[config.mk]
export PLATFORM = sky130hd
export DESIGN_NAME = dual_record_frame_sync_top_flat
export DESIGN_NICKNAME = d
export VERILOG_FILES = /design/src/drfs_pkg.sv /design/src/drfs_if.sv /design/src/drfs_report_buf.sv /design/src/dual_record_frame_sync_top.sv /design/src/flat_wrapper.sv
export SDC_FILE = /design/constraint.sdc
export NUM_CORES = 1
export LEC_CHECK = 0
export ABC_AREA = 1
export BUFFER_PORTS_ARGS = -buffer_cell sky130_fd_sc_hd__buf_2
export CAP_MARGIN = 20
export CORE_MARGIN = 2
export CORE_UTILIZATION = 42
export DETAILED_ROUTE_END_ITERATION = 8
export SETUP_SLACK_MARGIN = 0.1
export SLEW_MARGIN = 40
export SYNTH_ARGS = -nofsm -noshare
export SYNTH_HDL_FRONTEND = slang
export SYNTH_HIERARCHICAL = 1
export SYNTH_SLANG_ARGS = --single-unit
export TNS_END_PERCENT = 100
[constraint.sdc]
create_clock -name clk -period 12.6 [get_ports clk]
set_clock_uncertainty 0.15 [all_clocks]
set_input_delay 1.89 -clock clk [delete_from_list [all_inputs] [get_ports clk]]
set_output_delay 1.89 -clock clk [all_outputs]
set_load 0.02 [all_outputs]
[src/drfs_pkg.sv]
// drfs_pkg: shared constants for the dual record frame synchronizer
// no dependencies; imported by the interfaces, the top level and the checker
package drfs_pkg;

    localparam int FRAME_BYTES_DEF = 11;

    localparam int BYTE_W = 8;
    localparam int CFG_W  = 8;

    localparam logic [BYTE_W-1:0] HDR_A   = 8'h21;
    localparam logic [BYTE_W-1:0] HDR_B   = 8'h22;
    localparam logic [BYTE_W-1:0] HDR_LEN = 8'h08;
    localparam logic [BYTE_W-1:0] CHK_INV = 8'hFF;
    localparam logic [BYTE_W-1:0] IDLE_MAX = 8'hFF;

    localparam logic [CFG_W-1:0] TIMEOUT_RST = 8'd20;

    // operation codes of an input transaction
    localparam logic OP_BYTE = 1'b0;
    localparam logic OP_TICK = 1'b1;

    typedef logic [1:0] marks_t;

    localparam marks_t MARK_A    = 2'b01;
    localparam marks_t MARK_B    = 2'b10;
    localparam marks_t MARK_BOTH = 2'b11;
    localparam marks_t MARK_NONE = 2'b00;

endpackage

[src/drfs_if.sv]
// drfs_in_if / drfs_out_if: valid-ready channels of the frame synchronizer
// depends on drfs_pkg for field widths
interface drfs_in_if;
    logic                        valid;
    logic                        ready;
    logic                        operation;
    logic [drfs_pkg::BYTE_W-1:0] in_byte;

    modport source (output valid, output operation, output in_byte, input ready);
    modport sink   (input valid, input operation, input in_byte, output ready);
endinterface

interface drfs_out_if;
    logic                        valid;
    logic                        ready;
    logic [drfs_pkg::BYTE_W-1:0] out_byte;
    logic                        out_last;

    modport source (output valid, output out_byte, output out_last, input ready);
    modport sink   (input valid, input out_byte, input out_last, output ready);
endinterface

[src/drfs_report_buf.sv]
// drfs_report_buf: snapshot of the combined report, shifted out one byte per transaction
// depends on drfs_pkg and drfs_out_if
module drfs_report_buf #(
    parameter int NUM_BYTES = 2 * drfs_pkg::FRAME_BYTES_DEF
) (
    input  logic                                      clk,
    input  logic                                      rst_n,
    input  logic                                      load,
    input  logic [NUM_BYTES-1:0][drfs_pkg::BYTE_W-1:0] load_data,
    output logic                                      busy,
    drfs_out_if.source                                out_ch
);
    import drfs_pkg::*;

    localparam int CNT_W = $clog2(NUM_BYTES + 1);
    localparam logic [CNT_W-1:0] CNT_FULL = CNT_W'(NUM_BYTES);
    localparam logic [CNT_W-1:0] CNT_ONE  = CNT_W'(1);

    logic [NUM_BYTES-1:0][BYTE_W-1:0] shift_reg, shift_next;
    logic [CNT_W-1:0]                 cnt_reg, cnt_next;
    logic                             take;

    assign take            = out_ch.valid && out_ch.ready;
    assign out_ch.valid    = cnt_reg != '0;
    assign out_ch.out_byte = shift_reg[0];
    assign out_ch.out_last = cnt_reg == CNT_ONE;
    assign busy            = cnt_reg != '0;

    always_comb
    begin
        shift_next = shift_reg;
        cnt_next   = cnt_reg;
        if (load)
        begin
            shift_next = load_data;
            cnt_next   = CNT_FULL;
        end
        else if (take)
        begin
            shift_next = {{BYTE_W{1'b0}}, shift_reg[NUM_BYTES-1:1]};
            cnt_next   = cnt_reg - CNT_ONE;
        end
    end

    always_ff @(posedge clk or negedge rst_n)
    begin
        if (!rst_n)
        begin
            cnt_reg <= '0;
        end
        else
        begin
            cnt_reg <= cnt_next;
        end
    end

    always_ff @(posedge clk)
    begin
        shift_reg <= shift_next;
    end

endmodule

[src/dual_record_frame_sync_top.sv]
// dual_record_frame_sync_top: byte-stream frame synchronizer with two stored records
// depends on drfs_pkg, drfs_if and drfs_report_buf
//
// in_ch carries one transaction per cycle while in_ch.ready is high: operation 0 is a received byte,
// operation 1 a one-second tick. Bytes fill a sliding window of FRAME_BYTES;
// a full window with header 0x21/0x22, length 0x08 and a good inverted-sum
// checksum is taken as a frame and stored in its record, otherwise the oldest
// byte drops out. A running sum of the window keeps the checksum to one add.
// When both records have been seen and one changed, the report (record 0x21,
// then 0x22, 2*FRAME_BYTES bytes, out_last on the final byte) is copied into
// an output shift register and drained on out_ch, one byte per transaction.
// Each input transaction is absorbed when it is accepted; the first report byte is
// valid the cycle after the completing byte is accepted. in_ch.ready drops
// only while a report is still draining and the window is one byte short of
// a frame, so a stalled out_ch holds back input at most at that point.
// cfg_wr_en writes timeout_reg (reset 20). Reset empties window and marks,
// clears the records and leaves out_ch idle.
module dual_record_frame_sync_top #(
    parameter int FRAME_BYTES = drfs_pkg::FRAME_BYTES_DEF
) (
    input  logic                       clk,
    input  logic                       rst_n,
    input  logic                       cfg_wr_en,
    input  logic [drfs_pkg::CFG_W-1:0] cfg_wr_data,
    drfs_in_if.sink                    in_ch,
    drfs_out_if.source                 out_ch
);
    import drfs_pkg::*;

    localparam int WIN_DEPTH = FRAME_BYTES - 1;
    localparam int IDX_W     = $clog2(WIN_DEPTH);
    localparam int FILL_W    = $clog2(FRAME_BYTES);
    localparam logic [FILL_W-1:0] FILL_FULL = FILL_W'(WIN_DEPTH);
    localparam logic [FILL_W-1:0] FILL_ONE  = FILL_W'(1);

    logic [CFG_W-1:0]  timeout_reg;
    logic [BYTE_W-1:0] win_reg   [WIN_DEPTH];
    logic [BYTE_W-1:0] win_next  [WIN_DEPTH];
    logic [FILL_W-1:0] fill_reg, fill_next;
    logic [BYTE_W-1:0] sum_reg, sum_next;
    logic [BYTE_W-1:0] rec_a_reg [FRAME_BYTES];
    logic [BYTE_W-1:0] rec_a_next[FRAME_BYTES];
    logic [BYTE_W-1:0] rec_b_reg [FRAME_BYTES];
    logic [BYTE_W-1:0] rec_b_next[FRAME_BYTES];
    marks_t            seen_reg, seen_next;
    marks_t            changed_reg, changed_next;
    logic [BYTE_W-1:0] idle_reg, idle_next;

    logic [BYTE_W-1:0] full_win[FRAME_BYTES];
    logic              accept;
    logic              at_full;
    logic              frame_ok;
    logic              slot_b;
    logic              differs;
    marks_t            slot_mask;
    marks_t            seen_new;
    marks_t            changed_new;
    logic              report;
    logic [BYTE_W-1:0] idle_inc;
    logic              rb_busy;
    logic [2*FRAME_BYTES-1:0][BYTE_W-1:0] report_data;

    assign accept      = in_ch.valid && in_ch.ready;
    assign at_full     = fill_reg == FILL_FULL;
    assign in_ch.ready = !(rb_busy && at_full);

    always_comb
    begin
        for (int i = 0; i < WIN_DEPTH; i++)
        begin
            full_win[i] = win_reg[i];
        end
        full_win[WIN_DEPTH] = in_ch.in_byte;
    end

    // frame test on the window completed by the incoming byte
    assign frame_ok = at_full && (win_reg[0] == HDR_A || win_reg[0] == HDR_B)
                      && win_reg[1] == HDR_LEN
                      && ((sum_reg ^ CHK_INV) == in_ch.in_byte);
    assign slot_b    = win_reg[0] != HDR_A;
    assign slot_mask = slot_b ? MARK_B : MARK_A;

    always_comb
    begin
        differs = 1'b0;
        for (int i = 0; i < FRAME_BYTES; i++)
        begin
            if (full_win[i] != (slot_b ? rec_b_reg[i] : rec_a_reg[i]))
            begin
                differs = 1'b1;
            end
        end
    end

    assign seen_new    = seen_reg | slot_mask;
    assign changed_new = differs ? (changed_reg | slot_mask) : changed_reg;
    assign report      = accept && in_ch.operation == OP_BYTE && frame_ok
                         && seen_new == MARK_BOTH && changed_new != MARK_NONE;
    assign idle_inc    = (idle_reg == IDLE_MAX) ? idle_reg : idle_reg + 8'd1;

    always_comb
    begin
        win_next     = win_reg;
        fill_next    = fill_reg;
        sum_next     = sum_reg;
        rec_a_next   = rec_a_reg;
        rec_b_next   = rec_b_reg;
        seen_next    = seen_reg;
        changed_next = changed_reg;
        idle_next    = idle_reg;
        if (accept)
        begin
            if (in_ch.operation == OP_TICK)
            begin
                idle_next = idle_inc;
                if (idle_inc > timeout_reg)
                begin
                    fill_next = '0;
                    sum_next  = '0;
                end
            end
            else
            begin
                idle_next = '0;
                if (!at_full)
                begin
                    win_next[fill_reg[IDX_W-1:0]] = in_ch.in_byte;
                    fill_next = fill_reg + FILL_ONE;
                    sum_next  = sum_reg + in_ch.in_byte;
                end
                else if (frame_ok)
                begin
                    fill_next = '0;
                    sum_next  = '0;
                    if (slot_b)
                    begin
                        rec_b_next = full_win;
                    end
                    else
                    begin
                        rec_a_next = full_win;
                    end
                    seen_next    = seen_new;
                    changed_next = changed_new;
                    if (seen_new == MARK_BOTH && changed_new != MARK_NONE)
                    begin
                        seen_next    = MARK_NONE;
                        changed_next = MARK_NONE;
                    end
                end
                else
                begin
                    // resync: drop the oldest byte
                    for (int i = 0; i < WIN_DEPTH; i++)
                    begin
                        win_next[i] = full_win[i+1];
                    end
                    sum_next = sum_reg + in_ch.in_byte - win_reg[0];
                end
            end
        end
    end

    always_comb
    begin
        for (int i = 0; i < FRAME_BYTES; i++)
        begin
            report_data[i]               = rec_a_next[i];
            report_data[FRAME_BYTES + i] = rec_b_next[i];
        end
    end

    always_ff @(posedge clk or negedge rst_n)
    begin
        if (!rst_n)
        begin
            timeout_reg <= TIMEOUT_RST;
            fill_reg    <= '0;
            sum_reg     <= '0;
            seen_reg    <= MARK_NONE;
            changed_reg <= MARK_NONE;
            idle_reg    <= '0;
            for (int i = 0; i < FRAME_BYTES; i++)
            begin
                rec_a_reg[i] <= '0;
                rec_b_reg[i] <= '0;
            end
        end
        else
        begin
            if (cfg_wr_en)
            begin
                timeout_reg <= cfg_wr_data;
            end
            fill_reg    <= fill_next;
            sum_reg     <= sum_next;
            seen_reg    <= seen_next;
            changed_reg <= changed_next;
            idle_reg    <= idle_next;
            rec_a_reg   <= rec_a_next;
            rec_b_reg   <= rec_b_next;
        end
    end

    always_ff @(posedge clk)
    begin
        win_reg <= win_next;
    end

    drfs_report_buf #(
        .NUM_BYTES (2 * FRAME_BYTES)
    ) u_report_buf (
        .clk       (clk),
        .rst_n     (rst_n),
        .load      (report),
        .load_data (report_data),
        .busy      (rb_busy),
        .out_ch    (out_ch)
    );

endmodule

[src/flat_wrapper.sv]
// flat-port wrapper written by rule: the top's interface ports become plain ports
module dual_record_frame_sync_top_flat import drfs_pkg::*;
#(
    parameter int FRAME_BYTES = drfs_pkg::FRAME_BYTES_DEF
)
  (clk, rst_n, cfg_wr_en, cfg_wr_data, in_ch_valid, in_ch_operation, in_ch_in_byte, in_ch_ready, out_ch_valid, out_ch_out_byte, out_ch_out_last, out_ch_ready);
  drfs_in_if in_ch_i ();
  drfs_out_if out_ch_i ();
  input  logic clk;
  input  logic rst_n;
  input  logic cfg_wr_en;
  input  logic [drfs_pkg::CFG_W-1:0] cfg_wr_data;
  input wire logic [$bits(in_ch_i.valid)-1:0] in_ch_valid;
  input wire logic [$bits(in_ch_i.operation)-1:0] in_ch_operation;
  input wire logic [$bits(in_ch_i.in_byte)-1:0] in_ch_in_byte;
  output wire logic [$bits(in_ch_i.ready)-1:0] in_ch_ready;
  output wire logic [$bits(out_ch_i.valid)-1:0] out_ch_valid;
  output wire logic [$bits(out_ch_i.out_byte)-1:0] out_ch_out_byte;
  output wire logic [$bits(out_ch_i.out_last)-1:0] out_ch_out_last;
  input wire logic [$bits(out_ch_i.ready)-1:0] out_ch_ready;
  assign in_ch_i.valid = in_ch_valid;
  assign in_ch_i.operation = in_ch_operation;
  assign in_ch_i.in_byte = in_ch_in_byte;
  assign in_ch_ready = in_ch_i.ready;
  assign out_ch_valid = out_ch_i.valid;
  assign out_ch_out_byte = out_ch_i.out_byte;
  assign out_ch_out_last = out_ch_i.out_last;
  assign out_ch_i.ready = out_ch_ready;
  dual_record_frame_sync_top #(.FRAME_BYTES(FRAME_BYTES)) u_core (.clk(clk), .rst_n(rst_n), .cfg_wr_en(cfg_wr_en), .cfg_wr_data(cfg_wr_data), .in_ch(in_ch_i), .out_ch(out_ch_i));
endmodule
==> summary.md <==
| Metric | Value |
|---|---|
| Result of the run | `completed` |
| Number of hold buffers added after cts | `0` |
| Worst reg2reg startpoint | `u_core/full_win[87]` |
| Starting utilization of the core area | `0.4249` |
| Crit Path Max Fanout | `69` |
| DRC violations left | `0` |
| Final WL | `64940 um` |
| Leakage Power | `0.01190 uW` |
| Worst-case setup slack after placement | `6.005 ns` |
| Vias post-DR | `18540` |
| Count of antenna diodes in the layout | `0` |
| Number of global-route vias before repair | `18310` |
| Number of levels in the clock H-tree | `2` |
| Average wire per standard cell | `18.11 um` |
| Nature of the critical path endpoint | `flip-flop` |
| Max Slew Vio Count | `0` |
| Power Density | `142.8 mW/mm2` |
| Total routing usage reported by global routing | `0.2301` |
| Most common library cell in the layout ignoring fill and taps | `sky130_fd_sc_hd__nand2_1` |
| RSZ-0062 raised after global routing | `false` |
| Setup Total Neg Slack | `0 ns` |
| Sequential fraction of the synthesis area | `0.5551` |
| Distinct cell type count of the synthesized netlist | `47` |
| Commonest cells after routing, fill and taps aside | `sky130_fd_sc_hd__nand2_1 (1130), sky130_fd_sc_hd__inv_1 (377), sky130_fd_sc_hd__edfxtp_1 (256), sky130_fd_sc_hd__dfrtp_1 (211), sky130_fd_sc_hd__nand3_1 (177)` |
| Proportion of layout cells with a drive suffix above 1 | `0.06627` |
| Netlist Area Pre-Place | `0.02346 mm2` |
| Clock period minus final worst setup slack | `6.351 ns` |
| Final layout net count | `2843` |
| Post-synthesis to final-layout area growth | `10.62%` |
| Post-CTS setup buffer count | `0` |
| CTS root buf | `sky130_fd_sc_hd__clkbuf_16` |
| Final setup fails | `0` |
| Critical Path Source Type | `flip-flop` |
| Vertical die dimension | `240.3 um` |
| Crit path from | `u_core/full_win[87]` |
| Fin Hold WS | `0.3411 ns` |
| Die outline width | `240.3 um` |
| Final weighted congestion of routability-driven global placement | `0.8678` |
| Critical hold path startpoint | `u_core/sum_reg[6]` |
| Area of the core | `0.05520 mm2` |
| Clock-pin slew reported for the worst setup and hold paths after clock tree synthesis | `0.06 ns` |
| Pin slew with the least headroom to its limit | `0.8342 ns` |
| Mapped Avg Cell Area | `8.344 um2` |
| Yosys warning count | `6` |
| Data required time at the worst endpoint | `12.91 ns` |
| Number of hold-slack violations in the final timing report | `0` |
| Total number of placement rows | `86` |
| Classification of the worst-slack hold path | `reg -> reg` |
| Max Freq | `0.1575 GHz` |
| Ratio of final minimum period to clock period | `0.5040` |
| Total power of the final layout | `3706 uW` |
| Clock latency on the worst-skew pair | `0.61 ns` |
| Post-CTS Resized | `0` |
| Residual antenna-violating net count after detailed routing | `0` |
| Maximum vdd ir drop | `0.1102 mV` |
| Worst EP arrival | `6.66 ns` |
| Number of DRC markers in iteration 0 | `1689` |
| TritonCTS Buffers | `52` |
| Boundary Pins | `33` |
| Pin count of the biggest net entering global routing | `83` |
| Reported max-cap violation count | `0` |
| Longest Clk Path Bufs | `3` |
| Post-detail-place hpwl | `41800 um` |
| First-pass GRT wire length | `102300 um` |
| Worst rel slew slack | `0.4439` |
| Post-route setup slack | `6.249 ns` |
| Number of nets in the synthesized netlist | `2860` |
| Critical setup path kind | `reg -> reg` |
| Number of antenna violations at the first check in global routing | `1` |
| Routed via count divided by cell count | `5.172` |
| Buffers added on ports | `32` |
| Number of flip-flops in the largest register | `168` |
| Mapped Cells | `2811` |
| # clock sinks | `469` |
| TritonCTS clock tree | `built` |
| GR Overflow Total | `0` |
| Share of the core filled with cells in the final layout | `0.4701` |
| Floorplan die area | `0.05775 mm2` |
| First drt pass iteration count | `6` |
| Count of state elements after synthesis | `469` |
cells by family (layout without fill, tap and decap cells):
group | Yosys count | count (layout) | share of synthesized area
AOI/OAI and AO/OA | 311 | 311 | 0.07121
xor gates and xnor gates | 19 | 19 | 0.007094
adders and majority gates | 27 | 27 | 0.01504
buffers and inverters | 518 | 544 | 0.09372
DFF | 469 | 469 | 0.5551
muxes | 23 | 23 | 0.009868
and+or+nand+nor | 1444 | 1444 | 0.2480
routing by layer:
metal,part of all wire,GRT usage,up-vias
met1,0.45,0.3217,8944
li1,-,-,8881
met3,0.064,0.03077,110
met2,0.46,0.3706,607
met5,0,0,-
met4,0.025,0.07491,0
metrics by stage:
step | instances | area [um2]
floorplan | 2811 | 23460
global placement | 3485 | 24030
detailed placement | 3486 | 24120
CTS | 3583 | 25890
global route | 3585 | 25950
finish | 3585 | 25950
synth_stat cells (all sizes together):
master	number	area, um2
a2111oi	1	8.760
a21oi	33	165.2
a22o	1	8.760
a2bb2oi	1	8.760
a31oi	1	6.260
and2	1	6.260
buf	89	581.8
clkbuf	40	151.4
clkinv	1	3.750
dfrtp	211	5280
dfstp	2	52.55
edfxtp	256	7687
fa	2	40.04
ha	25	312.8
inv	388	1461
mux2	1	11.26
mux2i	22	220.2
nand2	1135	4288
nand3	180	910.9
nand4	13	81.33
nor2	101	425.4
nor3	3	15.01
nor4	4	46.29
o211ai	21	157.7
o21ai	216	1081
o21bai	1	7.510
o22ai	35	219.0
o31ai	1	7.510
or2	7	43.80
xnor2	3	26.28
xor2	16	140.1
cell type report:
class / instances / area [um2]
clock buffer: 75 / 1519
tap: 748 / 935.9
clock inverter: 22 / 255.2
timing repair buffer: 58 / 440.4
fill: 5262 / 29250
multi-input combinational: 1824 / 8304
sequential: 469 / 13020
inverter: 389 / 1473
worst paths after layout:
path                                                            to  slack (ns)  cells after the start
worst max-delay path            u_core/u_report_buf/shift_reg[120]        6.25                     22
worst min-delay path                             u_core/sum_reg[6]        0.34                      2
worst max register to register  u_core/u_report_buf/shift_reg[120]        6.25                     22
worst min register to register                   u_core/sum_reg[6]        0.34                      2
max in group asynchronous                     u_core/rec_b_reg[54]        9.94                      2
min in group asynchronous                     u_core/rec_b_reg[19]        1.13                      1
power breakdown:
group	internal [uW]	total [uW]	switching (uW)
clock network	939	1580	638
registers	1650	1670	22.9
logic	147	459	312
total	2730	3710	974
critical path: stages, from the launching register on:
cell,delay [ns]
sky130_fd_sc_hd__edfxtp_1,0.40
sky130_fd_sc_hd__inv_2,0.09
sky130_fd_sc_hd__nand2_1,0.08
sky130_fd_sc_hd__nor2_4,0.64
sky130_fd_sc_hd__nand2_8,0.56
sky130_fd_sc_hd__buf_4,0.53
sky130_fd_sc_hd__nand2_1,0.18
sky130_fd_sc_hd__o21ai_0,0.09
sky130_fd_sc_hd__nand2_1,0.09
sky130_fd_sc_hd__nand2_1,0.05
sky130_fd_sc_hd__inv_1,0.05
sky130_fd_sc_hd__nand2_1,0.04
sky130_fd_sc_hd__nor2_1,0.23
sky130_fd_sc_hd__nand3_1,0.12
sky130_fd_sc_hd__nor2_1,0.19
sky130_fd_sc_hd__nand3_1,0.17
sky130_fd_sc_hd__nand2_1,0.22
sky130_fd_sc_hd__inv_6,0.13
sky130_fd_sc_hd__inv_6,0.44
sky130_fd_sc_hd__buf_4,0.74
sky130_fd_sc_hd__buf_4,0.60
sky130_fd_sc_hd__nand2_1,0.12
sky130_fd_sc_hd__nand2_1,0.09
Power figures use the tool's default switching activity.
